`config.mk`:
```
export PLATFORM = sky130hd
export DESIGN_NAME = bdte_fifo
export DESIGN_NICKNAME = d
export VERILOG_FILES = /design/src/design/bdte_pkg.sv /design/src/design/bdte_fifo.sv
export SDC_FILE = /design/constraint.sdc
export NUM_CORES = 1
export LEC_CHECK = 0
export BUFFER_PORTS_ARGS = -buffer_cell sky130_fd_sc_hd__buf_2
export CAP_MARGIN = 15
export CORE_MARGIN = 1
export CORE_UTILIZATION = 52
export DETAILED_ROUTE_END_ITERATION = 7
export GPL_TIMING_DRIVEN = 0
export PLACE_DENSITY = 0.8
export SLEW_MARGIN = 20
export SYNTH_ARGS = -nofsm -noshare
export SYNTH_HDL_FRONTEND = slang
export SYNTH_SLANG_ARGS = --single-unit
```
`constraint.sdc`:
```
create_clock -name clk -period 3.4 [get_ports clk]
set_clock_uncertainty 0.05 [all_clocks]
set_input_delay 0.68 -clock clk [delete_from_list [all_inputs] [get_ports clk]]
set_output_delay 0.68 -clock clk [all_outputs]
set_load 0.03 [all_outputs]
```
`src/design/bdte_pkg.sv`:
```
// Shared types, constants and calendar helpers for the date-to-epoch block.
// No dependencies; used by every module of the block.
package bdte_pkg;

  localparam int YearW = 10;
  localparam int DayW = 42;
  localparam int TodW = 17;
  localparam int MagW = 32;
  localparam int QuotW = 24;
  localparam int RemW = 9;
  localparam int QDepth = 2;
  localparam int QPtrW = 1;
  localparam int QCntW = 2;
  localparam int HiW = DayW - 24;
  localparam int HiProdW = 36;
  localparam int LoProdW = 41;

  localparam int CycleYears = 400;
  localparam int CycleDays = (365 * 400) + 100 - 4 + 1;
  localparam int FoldHigh = 100;
  localparam int FoldLow = -300;
  localparam int BaseOffset = 70;
  localparam int SecsPerDay = 86400;
  localparam int SecsPerHour = 3600;
  localparam int SecsPerMin = 60;
  localparam int LastMonth = 11;

  localparam int DivLowW = 4;
  localparam int OddW = RemW - DivLowW;
  localparam int CycleOdd = CycleYears / (1 << DivLowW);
  localparam int RecipW = 29;
  localparam int RecipProdW = MagW - DivLowW + RecipW;
  localparam int RecipShift = 33;
  localparam int RecipMul = 343597384;

  typedef struct packed {
    logic signed [YearW-1:0] yoff;
    logic                    fold;
    logic                    aneg;
    logic [MagW-1:0]         amag;
    logic [3:0]              month;
    logic [4:0]              mday;
    logic [TodW-1:0]         tod;
  } entry_t;

  function automatic logic is_leap(logic signed [YearW-1:0] off);
    logic [11:0] y;
    logic        cent;
    y = 12'(int'(off) + 1900);
    cent = (y == 12'd1600) || (y == 12'd1700) || (y == 12'd1800) || (y == 12'd1900) ||
           (y == 12'd2000) || (y == 12'd2100) || (y == 12'd2200) || (y == 12'd2300);
    return (y[1:0] == 2'b00) && (!cent || (y == 12'd1600) || (y == 12'd2000));
  endfunction

  function automatic logic [8:0] days_before(logic leap, logic [3:0] mon);
    logic [8:0] d;
    case (mon)
      4'd0:    d = 9'd0;
      4'd1:    d = 9'd31;
      4'd2:    d = 9'd59;
      4'd3:    d = 9'd90;
      4'd4:    d = 9'd120;
      4'd5:    d = 9'd151;
      4'd6:    d = 9'd181;
      4'd7:    d = 9'd212;
      4'd8:    d = 9'd243;
      4'd9:    d = 9'd273;
      4'd10:   d = 9'd304;
      default: d = 9'd334;
    endcase
    if (leap && (mon >= 4'd2)) begin
      d = d + 9'd1;
    end
    return d;
  endfunction

endpackage

```
`src/design/bdte_fifo.sv`:
```
// Short queue between the front end and the back-end sequencer.
// Depends on bdte_pkg for the entry type and depth.
module bdte_fifo (
  input  logic                clk,
  input  logic                rst,
  input  logic                push,
  input  bdte_pkg::entry_t    wdata,
  output logic                full,
  input  logic                pop,
  output logic                nempty,
  output bdte_pkg::entry_t    rdata
);

  bdte_pkg::entry_t               mem [bdte_pkg::QDepth];
  logic [bdte_pkg::QPtrW-1:0]     wptr;
  logic [bdte_pkg::QPtrW-1:0]     rptr;
  logic [bdte_pkg::QCntW-1:0]     count;
  logic                           do_push;
  logic                           do_pop;

  assign full = (count == bdte_pkg::QCntW'(bdte_pkg::QDepth));
  assign nempty = (count != '0);
  assign rdata = mem[rptr];
  assign do_push = push && !full;
  assign do_pop = pop && nempty;

  always_ff @(posedge clk) begin
    if (do_push) begin
      mem[wptr] <= wdata;
    end
  end

  always_ff @(posedge clk) begin
    if (rst) begin
      wptr <= '0;
      rptr <= '0;
      count <= '0;
    end else begin
      if (do_push) begin
        wptr <= wptr + 1'b1;
      end
      if (do_pop) begin
        rptr <= rptr + 1'b1;
      end
      if (do_push && !do_pop) begin
        count <= count + 1'b1;
      end else if (do_pop && !do_push) begin
        count <= count - 1'b1;
      end
    end
  end

endmodule

```
==> flow_metrics.tcl <==
set metrics [dict create \
    crit_family "buffers and inverters" \
    cts_tree "done" \
    antenna_found_initial 1 \
    ant_nets 0 \
    timing.final.crit_share_pct 76.8 \
    io_buffers 145 \
    dp_slack_ps 1170 \
    start_kind "flip-flop" \
    die_area_mm2 0.0105 \
    finish.net_count 484 \
    ys_ff_latch 145 \
    worstHoldStart "wdata[69]" \
    crit_top_cell "buf_2" \
    use_met3_pct 6.37 \
    cp.required_ps 2670 \
    status "completed" \
    wl_mm 9.34 \
    viasPerCell 4.98 \
    synth_flop_cell "edfxtp_1" \
    met2_usage_pct 30.5 \
    numCtsBuffers 17 \
    synthCells 243 \
    drive_gt1_share_pct 60.4 \
    syn-mean-instance-area_um2 21.6 \
    overflow 0 \
    syn_area_mm2 0.00525 \
    synth_nets 318 \
    cap_violations 0 \
    rows 36 \
    p_clk_share_pct 33.2 \
    hold_viol 0 \
    synthMuxAreaShare_pct 15.0 \
    yosys.area_share.adder_pct 0.238 \
    synth_top_area_cell "edfxtp_1" \
    max_freq_mhz 383 \
    top_usage_layer "met2" \
    ys_async_sr_fraction_pct 0 \
    rsz0062_at_grt "false" \
    critPathMaxStageDelay_ps 380 \
    slew_viol_final 0 \
    path_buf_inv 3 \
    die_w_um 103 \
    vias 2767 \
    start_util_pct 53.7 \
    track_usage_pct 18.1 \
    netlist.area_leader.share_pct 80.0 \
    internal_power_mw 4.15 \
    critPathKind "reg -> out" \
    grt_max_degree 52 \
    drtIter0Drc 73 \
    p_sw_mw 1.78 \
    drc 0 \
    cts_buffer_depth 2 \
    layout.cells.non_filler 556 \
    dp_hpwl_mm 6.15 \
    final_cell_area_mm2 0.00684 \
    path_depth 4 \
    critPathMaxFanout 10 \
    cts_resized 0 \
    tightestPinTransition_ps 467 \
    clkTransAtPathRegs_ps 60 \
    path_cells "buf_2 -> buf_2 -> mux2_2 -> buf_2" \
    synth_compound_area_share_pct 0.476 \
    synth_xor_area_share_pct 0.500 \
    swShare_pct 30.0 \
    p_leak_nw 2.60 \
    ios 146 \
    critPathSlowestCell "mux2_2" \
    setup_viol 0 \
    r2r_start "count[1]$_SDFFE_PP0P_" \
    relSlewSlack_pct 68.8 \
    synth-simple-area-share_pct 0.929 \
    rr_worst_depth 4 \
    post_drt_wl_per_cell_um 16.8 \
    power.share.sequential_pct 38.9 \
    vdd_drop_max_mv 0.530 \
    worstPathArrival_ps 1880 \
    ctsHoldBuffers 0 \
    grt_pass1_vias 2858 \
    clk_latency_ps 500 \
    synth_warnings 0 \
    cp-end-kind "primary output" \
    nFillCells 675 \
    dr.pass1.iters 4 \
    synth_edf_count 140 \
    die-height_um 103 \
    clock-sinks 145 \
    comb_power_share_pct 28.0 \
    cts-root-buf "clkbuf_8" \
    period_needed_ps 2610 \
    met1_usage_pct 20.1 \
    layout_setup_ws_ps 789 \
    core_area_mm2 0.00977 \
    synthMostInstantiatedCell "edfxtp_1" \
    cts_setup_buffers 0 \
    synth_area_leaders "edfxtp_1 (80%), mux2_2 (15%), dfxtp_1 (1.9%), buf_2 (0.76%), xor2_1 (0.50%)" \
    min_path_type "in -> reg" \
    placed_cell_area_mm2 0.00620 \
    power.density_mw_per_mm2 868 \
    holdPathStages 1 \
    place_inst 523 \
    ys_types 14 \
    ys_seq_area_share_pct 81.9 \
    grt_pass1_wl_mm 13.6 \
    yosys-top-cells-count "edfxtp_1 (140), mux2_2 (70), buf_2 (8)" \
    gp_congestion 0.733 \
    syn_to_final_growth_pct 30.2 \
    h-tree-depth 4 \
    synth_top_family_by_area "multiplexers" \
]
-- layout make-up --
cell class | instances | area (um2) | area share (%)
Sequential cell | 145 | 4300 | 63.0
Multi-Input combinational cell | 88 | 903 | 13.2
Timing Repair Buffer | 147 | 773 | 11.3
Clock buffer | 19 | 422 | 6.17
Clock inverter | 13 | 215 | 3.15
Tap cell | 133 | 166 | 2.43
Buffer | 8 | 40.0 | 0.586
Inverter | 2 | 10.0 | 0.146
Antenna cell | 1 | 2.50 | 0.0366
-- state kept, by name, summed over array words and instances (netlist names), named ones only --
name,flops
mem,140
count,2
rptr,1
wptr,1
-- power groups by stage --
stage	clock network, mW	registers (mW)	logic, mW
after global placement	0	2.35	1.61
after detailed placement	0	2.34	1.67
after CTS	2.01	2.31	1.68
final	1.97	2.31	1.66
after global routing	2.08	2.33	1.77
after floorplan	0	2.34	1.21
-- cell families after synthesis --
| family | after synthesis |
|---|---|
| buf+inv | 10 |
| xor+xnor | 3 |
| mux | 70 |
| compound gates | 5 |
| flops | 145 |
| simple gates | 9 |
| fa+ha+maj | 1 |
-- per-stage QoR --
stage	util [%]	power (mW)	hold WS [ps]	setup TNS (ps)
after floorplan	-	3.54	402	0
after global placement	62.9	3.97	421	-62480
after detailed placement	63.4	4.02	445	0
after CTS	69.9	6.01	273	0
after global routing	69.9	6.18	277	0
final	69.9	5.94	311	0
-- layer usage --
layer	vias up	routed length, um
li1	1303	-
met2	101	4810
met1	1348	3670
met4	0	144
met3	15	719
met5	-	0
-- cell usage in the layout (no fill, tap or decap), types with 2 or more instances in the layout --
master	n
bufinv_16	6
edfxtp_1	140
o21ai_0	3
mux2_2	70
xor2_1	3
buf_2	153
or3_1	2
dfxtp_1	5
nor2_1	4
a21oi_1	2
clkbuf_1	2
clkinv_1	4
clkinvlp_4	2
clkbuf_16	16
-- worst reg2reg max path, stage by stage, from the launching register on --
cell	delay (ps)
dfxtp_1	340
nor2b_2	180
or3_1	390
inv_4	280
buf_16	320
-- path summary, 6_finish.rpt --
kind	to	slack, ps
worst max-delay path	rdata[21]	790
worst min-delay path	mem[1][69]$_DFFE_PP_	310
worst max register to register	mem[0][38]$_DFFE_PP_	1520
worst min register to register	wptr$_SDFFE_PP0N_	450
No activity file was read; power rests on OpenSTA's default activity.
