`config.mk`:
```
export PLATFORM = sky130hd
export DESIGN_NAME = bdte_front
export DESIGN_NICKNAME = d
export VERILOG_FILES = /design/src/design/bdte_pkg.sv /design/src/design/bdte_front.sv
export SDC_FILE = /design/constraint.sdc
export NUM_CORES = 1
export LEC_CHECK = 0
export BUFFER_PORTS_ARGS = -buffer_cell sky130_fd_sc_hd__buf_2
export CAP_MARGIN = 20
export CORE_MARGIN = 3
export CORE_UTILIZATION = 31
export DETAILED_ROUTE_END_ITERATION = 8
export PLACE_DENSITY = 0.62
export SLEW_MARGIN = 10
export SYNTH_ARGS = -nofsm -noshare
export SYNTH_HDL_FRONTEND = slang
export SYNTH_SLANG_ARGS = --single-unit
```
`constraint.sdc`:
```
create_clock -name vclk -period 3.72
set_clock_uncertainty 0.2 [all_clocks]
set_input_delay 0 -clock vclk [all_inputs]
set_output_delay 0 -clock vclk [all_outputs]
set_load 0.005 [all_outputs]
```
`src/design/bdte_pkg.sv`:
```
// Shared types, constants and calendar helpers for the date-to-epoch block.
// No dependencies; used by every module of the block.
package bdte_pkg;

  localparam int YearW = 10;
  localparam int DayW = 42;
  localparam int TodW = 17;
  localparam int MagW = 32;
  localparam int QuotW = 24;
  localparam int RemW = 9;
  localparam int QDepth = 2;
  localparam int QPtrW = 1;
  localparam int QCntW = 2;
  localparam int HiW = DayW - 24;
  localparam int HiProdW = 36;
  localparam int LoProdW = 41;

  localparam int CycleYears = 400;
  localparam int CycleDays = (365 * 400) + 100 - 4 + 1;
  localparam int FoldHigh = 100;
  localparam int FoldLow = -300;
  localparam int BaseOffset = 70;
  localparam int SecsPerDay = 86400;
  localparam int SecsPerHour = 3600;
  localparam int SecsPerMin = 60;
  localparam int LastMonth = 11;

  localparam int DivLowW = 4;
  localparam int OddW = RemW - DivLowW;
  localparam int CycleOdd = CycleYears / (1 << DivLowW);
  localparam int RecipW = 29;
  localparam int RecipProdW = MagW - DivLowW + RecipW;
  localparam int RecipShift = 33;
  localparam int RecipMul = 343597384;

  typedef struct packed {
    logic signed [YearW-1:0] yoff;
    logic                    fold;
    logic                    aneg;
    logic [MagW-1:0]         amag;
    logic [3:0]              month;
    logic [4:0]              mday;
    logic [TodW-1:0]         tod;
  } entry_t;

  function automatic logic is_leap(logic signed [YearW-1:0] off);
    logic [11:0] y;
    logic        cent;
    y = 12'(int'(off) + 1900);
    cent = (y == 12'd1600) || (y == 12'd1700) || (y == 12'd1800) || (y == 12'd1900) ||
           (y == 12'd2000) || (y == 12'd2100) || (y == 12'd2200) || (y == 12'd2300);
    return (y[1:0] == 2'b00) && (!cent || (y == 12'd1600) || (y == 12'd2000));
  endfunction

  function automatic logic [8:0] days_before(logic leap, logic [3:0] mon);
    logic [8:0] d;
    case (mon)
      4'd0:    d = 9'd0;
      4'd1:    d = 9'd31;
      4'd2:    d = 9'd59;
      4'd3:    d = 9'd90;
      4'd4:    d = 9'd120;
      4'd5:    d = 9'd151;
      4'd6:    d = 9'd181;
      4'd7:    d = 9'd212;
      4'd8:    d = 9'd243;
      4'd9:    d = 9'd273;
      4'd10:   d = 9'd304;
      default: d = 9'd334;
    endcase
    if (leap && (mon >= 4'd2)) begin
      d = d + 9'd1;
    end
    return d;
  endfunction

endpackage

```
`src/design/bdte_front.sv`:
```
// Front end: classifies one incoming date into a queue entry.
// Depends on bdte_pkg.
module bdte_front (
  input  logic signed [31:0]          year_since_1900,
  input  logic [3:0]                  month,
  input  logic [4:0]                  day_of_month,
  input  logic [4:0]                  hour,
  input  logic [5:0]                  minute,
  input  logic [5:0]                  second,
  output bdte_pkg::entry_t            entry
);

  logic signed [32:0] a;
  logic signed [32:0] a_neg;

  always_comb begin
    a = {year_since_1900[31], year_since_1900} - 33'(bdte_pkg::FoldHigh);
    a_neg = -a;
    entry.yoff = year_since_1900[bdte_pkg::YearW-1:0];
    entry.fold = (year_since_1900 > 32'(bdte_pkg::FoldHigh)) ||
                 (year_since_1900 < 32'(bdte_pkg::FoldLow));
    entry.aneg = a[32];
    entry.amag = a[32] ? a_neg[bdte_pkg::MagW-1:0] : a[bdte_pkg::MagW-1:0];
    entry.month = (month > 4'(bdte_pkg::LastMonth)) ? 4'(bdte_pkg::LastMonth) : month;
    entry.mday = day_of_month;
    entry.tod = bdte_pkg::TodW'(hour) * bdte_pkg::TodW'(bdte_pkg::SecsPerHour) +
                bdte_pkg::TodW'(minute) * bdte_pkg::TodW'(bdte_pkg::SecsPerMin) +
                bdte_pkg::TodW'(second);
  end

endmodule

```
==> flow_summary.toml, run 1 <==
[outcome]
status = "finished with violations"
violations = "setup timing"

[detailed_routing]
dr.pass1.iters = 4
wire_per_inst_um = 13.6
drt_iter0_drc = 190
wl_met2_um = 4810
routed_wl_um = 9900
topRoutingLayerUsed = "met5"
vias = 3709
wl_met3_um = 606
drt.antenna.violating_nets = 0
drc = 0
via_per_inst = 5.09
met1_length_um = 4440

[worst_setup_path]
critPathRequiredTime_ns = 3.52
critPathMaxStageDelay_ns = 0.55
cp_max_fo = 3
path_class = "in2out"
startpoint_type = "input port"
crit_path_cell_trace = "buf_6 > fa_1 > inv_1 > fa_1 > inv_1 > ha_1 > a21o_1 > a21oi_2 > o21bai_1 > a21oi_2 > o21bai_1 > a21oi_1 > xnor2_1 > ha_2 > ha_4 > and2_4 > o211ai_1 > o211ai_1 > or3b_4 > buf_6"
critPathCaptureType = "output pin"
arrival_ns = 3.90
cp_slowest_cell = "fa_1"

[floorplanning]
core_area_sq_um = 10900
start_util_pct = 32.0
die_w_um = 112
rows = 38
die_h_um = 112
dieArea_sq_um = 12600
ios = 128

[power]
max-vdd-ir-drop_mv = 0.322
p_leak_nw = 2.21
p_total_w = 0.00199
powerDensity_nw_per_um2 = 419

[place]
routabilityCongestion = 0.823
hpwl_um = 8140
place_inst = 712
port_buffers = 114
dp_slack_ns = -0.471
placedInstanceArea_sq_um = 4430

[logic_synthesis]
synth_cells = 453
seq_area_frac_synth_pct = 0
yosysTopAreaCellShare_pct = 19.3
ys_warn_count = 0
synth_largest_area_cell = "ha_1"
synth.cell_area_sq_um = 3500
synthesis.nets = 580
synth_area_leaders = "ha_1 (19%), xnor2_1 (13%), fa_1 (8.6%)"
synth_cell_types = 68
synth_area_per_cell_sq_um = 7.74

[timing]
slew_violations = 0
relSlewSlack_pct = 50.5
finalSetupViolCount = 7
whs_ns = 0.0193
finalCritPeriodShare_pct = 110
worst_slew_pin_slew_ns = 0.738
finalCriticalPeriod_ns = 4.10
setup_slack_ns = -0.384
max_freq_ghz = 0.244
finalHoldViolCount = 0
rsz0062_at_grt = "true"

[cells_and_area]
areaGrowthSynthToFinish_pct = 35.6
seqCellArea_sq_um = 0
antennaDiodeCount = 0
clkbuf_count = 0
final_area_sq_um = 4750
drive_gt1_share_pct = 37.6
stdcell_count = 728
layout.nets = 717
seq_cells = 0

[job]
drv_cap = 0

[grt]
grt_overflow = 0
grt_max_degree = 18
antenna_found_initial = 1
grt_pass1_vias = 3458
grt_pass1_wl_um = 15700
track_usage_pct = 14.3

[hold_path]
hold_path_class = "in2out"
hold_path_depth = 2
-- metrics by stage --
| step | util, % | TNS, ns |
|---|---|---|
| 6_report | 43.5 | -1.59 |
| 5_1_grt | 43.5 | -3.36 |
| 4_1_cts | 42.2 | -1.68 |
| 3_5_place_dp | 40.5 | -2.46 |
| 3_3_place_gp | 40.5 | -1.89 |
| 2_1_floorplan | - | -0.00311 |
-- layout make-up --
| cell class | count | area (sq um) |
|---|---|---|
| Timing Repair Buffer | 168 | 1020 |
| Inverter | 51 | 195 |
| Tap cell | 140 | 175 |
| Multi-Input combinational cell | 369 | 3360 |
| Fill cell | 1088 | 6180 |
-- layer usage --
layer,up-vias,global-route usage (%)
li1,1864,-
met1,1730,19.6
met2,107,25.3
met3,6,1.56
met4,2,0.801
met5,-,0
-- report_power, final --
part	switching, W	internal, W	total [W]
clock	0	0	0
sequential	0	0	0
combinational	0.000918	0.00107	0.00199
-- cell families after synthesis --
logic type      count (synthesis)  share of synthesized area [%]
fa+ha+maj                      69                           27.8
simple gates                  128                           22.3
xor+xnor                       76                           19.0
compound gates                 95                           18.7
mux                             1                          0.286
buf+inv                        84                           11.8
-- synthesized netlist by cell type (3+ instances only) --
cell type and n:
xnor2_1 51, nor4_1 9, a21oi_1 24, nand2_1 17, xor2_1 25, inv_1 50, fa_1 15, o21ai_0 9
a41oi_1 4, and2_1 4, or3_1 7, nor3_1 13, a31oi_1 9, clkbuf_1 9, o31ai_1 5, nand3_1 5
nor2b_1 7, a21o_1 10, o21a_1 3, ha_1 54, nand2b_1 3, o311ai_1 3, or4_1 6, o21bai_1 4
buf_4 19, nand4_1 10, a211oi_1 6, nor2_1 21
-- cell usage in the layout (no fill, tap or decap), types with 3 or more instances in the layout --
cell | synthesis | final
dlygate4sd3_1 | 0 | 7
buf_2 | 2 | 112
nor3_1 | 13 | 11
a31oi_1 | 9 | 9
or4_1 | 6 | 6
a21oi_2 | 1 | 9
o21ai_0 | 9 | 7
xor2_1 | 25 | 25
a21oi_1 | 24 | 14
a41oi_1 | 4 | 3
a211oi_1 | 6 | 5
nand3_1 | 5 | 5
o21a_1 | 3 | 3
ha_1 | 54 | 45
fa_1 | 15 | 14
nand4_1 | 10 | 10
nand2_1 | 17 | 16
nor3_2 | 1 | 3
o311ai_1 | 3 | 3
nor2b_1 | 7 | 6
xnor2_2 | 0 | 3
a21o_1 | 10 | 10
buf_6 | 2 | 7
nor4_1 | 9 | 9
ha_4 | 0 | 8
and2_1 | 4 | 3
nor2_1 | 21 | 20
buf_4 | 19 | 42
xnor2_1 | 51 | 48
o21bai_1 | 4 | 3
inv_1 | 50 | 47
o31ai_1 | 5 | 4
nand2b_1 | 3 | 3
or3_1 | 7 | 7
inv_2 | 1 | 3
-- critical path, delay by kind of cell --
kind | cells | cell delay, ns
buffers and inverters | 4 | 0.33
xor gates and xnor gates | 1 | 0.17
AOI/OAI and AO/OA | 8 | 1.06
and+or+nand+nor | 2 | 0.55
adders and majority gates | 5 | 1.79
-- final timing paths --
kind | from | to | slack (ns)
max | minute[2] | entry[14] | -0.38
min | month[3] | entry[25] | 0.02
-- what timing repair did --
item                                   4_1_cts  5_1_grt
resized for setup                           19       21
endpoints found under the hold margin        7        0
hold buffers                                 7        0
setup endpoints to repair                    7        8
setup buffers                                4        6
pin swaps                                   19       28
No activity file was read; power rests on OpenSTA's default activity.
==> run 2: changes to the inputs <==
- PLACE_DENSITY: 0.62 -> unset
==> run 2 against run 1 <==
  * The flow still finishes with violations (setup timing)
  * Sequential share of layout area unchanged
  * Flip-flop and latch count stayed put
  * Core utilization decreased by 0.10 points
  * Global-route usage is 0.76 points higher
  * Combinational power barely moved
  * Critical path depth is the same
  * Critical path type unchanged
  * Largest cell class unchanged
==> flow_summary.toml, run 2 (synthesized netlist as in run 1, its figures left out) <==
[floorplanning]
dieArea_sq_um = 12600
ios = 128
core_area_sq_um = 10900
die_w_um = 112
die_h_um = 112
start_util_pct = 32.0
rows = 38

[cells_and_area]
layout_common_cells = "buf_2 (112), xnor2_1 (48), inv_1 (46), ha_1 (46), buf_4 (44)"
areaGrowthSynthToFinish_pct = 35.3
clkbuf_count = 0
drive_gt1_share_pct = 37.6
seq_cells = 0
layout.nets = 717
seqCellArea_sq_um = 0
fin_util_pct = 43.4
final_area_sq_um = 4740
final_common_cell = "buf_2"
antennaDiodeCount = 0
stdcell_count = 728

[timing]
finalCritPeriodShare_pct = 110
finalCriticalPeriod_ns = 4.08
rsz0062_at_grt = "true"
relSlewSlack_pct = 46.5
setup_slack_ns = -0.361
tns_ns = -1.59
finalHoldViolCount = 0
worst_slew_pin_slew_ns = 0.797
max_freq_ghz = 0.245
finalSetupViolCount = 7
slew_violations = 0

[power]
p_total_w = 0.00199
max-vdd-ir-drop_mv = 0.386
p_leak_nw = 2.21
switching_share_pct = 46.3
comb_power_share_pct = 100.0
internal_power_w = 0.00107
switchingPower_w = 0.000924
powerDensity_nw_per_um2 = 421
pwr-share-clk_pct = 0
p_seq_share_pct = 0

[grt]
grt_overflow = 0
antenna_found_initial = 0
track_usage_pct = 15.0
grt_max_degree = 17
grt_pass1_wl_um = 16500
grt_pass1_vias = 3625

[detailed_routing]
drt_iter0_drc = 196
wire_per_inst_um = 13.9
via_per_inst = 5.14
dr.pass1.iters = 4
drc = 0
routed_wl_um = 10100
drt.antenna.violating_nets = 0
vias = 3741

[place]
placedInstanceArea_sq_um = 4430
hpwl_um = 8440
routabilityCongestion = 0.858
place_inst = 712
port_buffers = 114

[worst_setup_path]
path_class = "in2out"
startpoint_type = "input port"
cp_slowest_cell = "fa_1"
arrival_ns = 3.88
crit_path_cell_trace = "buf_8 > fa_1 > inv_1 > fa_1 > inv_1 > ha_1 > a21o_1 > a21oi_2 > o21bai_1 > a21oi_2 > o21bai_1 > a21oi_1 > xnor2_1 > ha_2 > ha_4 > and2_4 > o211ai_1 > o211ai_1 > or3b_4 > buf_6"
critPathRequiredTime_ns = 3.52
critPathCaptureType = "output pin"
cp_max_fo = 3
critPathMaxStageDelay_ns = 0.55

[outcome]
status = "finished with violations"
violations = "setup timing"

[job]
drv_cap = 0

[hold_path]
hold_path_class = "in2out"
## run 2: timing repair
item                                   CTS  global route
cloned                                   0             0
gates resized for setup                 21            18
pin swaps                               23            22
hold buffers                             7             0
setup buffers                            3             7
endpoints found under the hold margin    7             0
setup endpoints to repair                7             8
## run 2: area by class of cell
| class | count | area, sq um |
|---|---|---|
| fillers | 1137 | 6190 |
| multi-input cells | 369 | 3350 |
| repair buffers | 168 | 1020 |
| inverters | 51 | 195 |
| well taps | 140 | 175 |
## run 2: power groups by stage
| stage | Clock (W) | Combinational, W | Sequential (W) |
|---|---|---|---|
| 2_1_floorplan | 0 | 0.00102 | 0 |
| 3_3_place_gp | 0 | 0.00159 | 0 |
| 3_5_place_dp | 0 | 0.00163 | 0 |
| 4_1_cts | 0 | 0.00181 | 0 |
| 5_1_grt | 0 | 0.00219 | 0 |
| 6_report | 0 | 0.00199 | 0 |
## run 2: layer usage
layer  share of wire, %  track usage [%]
met3                5.6            0.701
met1                 45             20.3
met5                  0                0
met2                 48             27.4
met4               0.98             1.68
## run 2: through the flow
step / setup WS [ns] / hold slack (ns)
after floorplan: -0.00311 / -0.170
after global placement: -0.439 / -0.200
after detailed placement: -0.572 / -0.200
after CTS: -0.424 / 0.0194
after global routing: -0.576 / 0.0381
final: -0.361 / 0.0136
## run 2: worst paths after layout
kind   endpoint      start  cells past startpoint
min   entry[25]   month[3]                      2
max   entry[14]  minute[0]                     20
## run 2: critical path: cells and delay by family
kind,cells,cell delay [ns]
adder cells (fa/ha/maj),5,1.78
AO/OA/AOI/OAI,8,1.07
AND/OR/NAND/NOR,2,0.55
buffers and inverters,4,0.33
XOR/XNOR,1,0.16
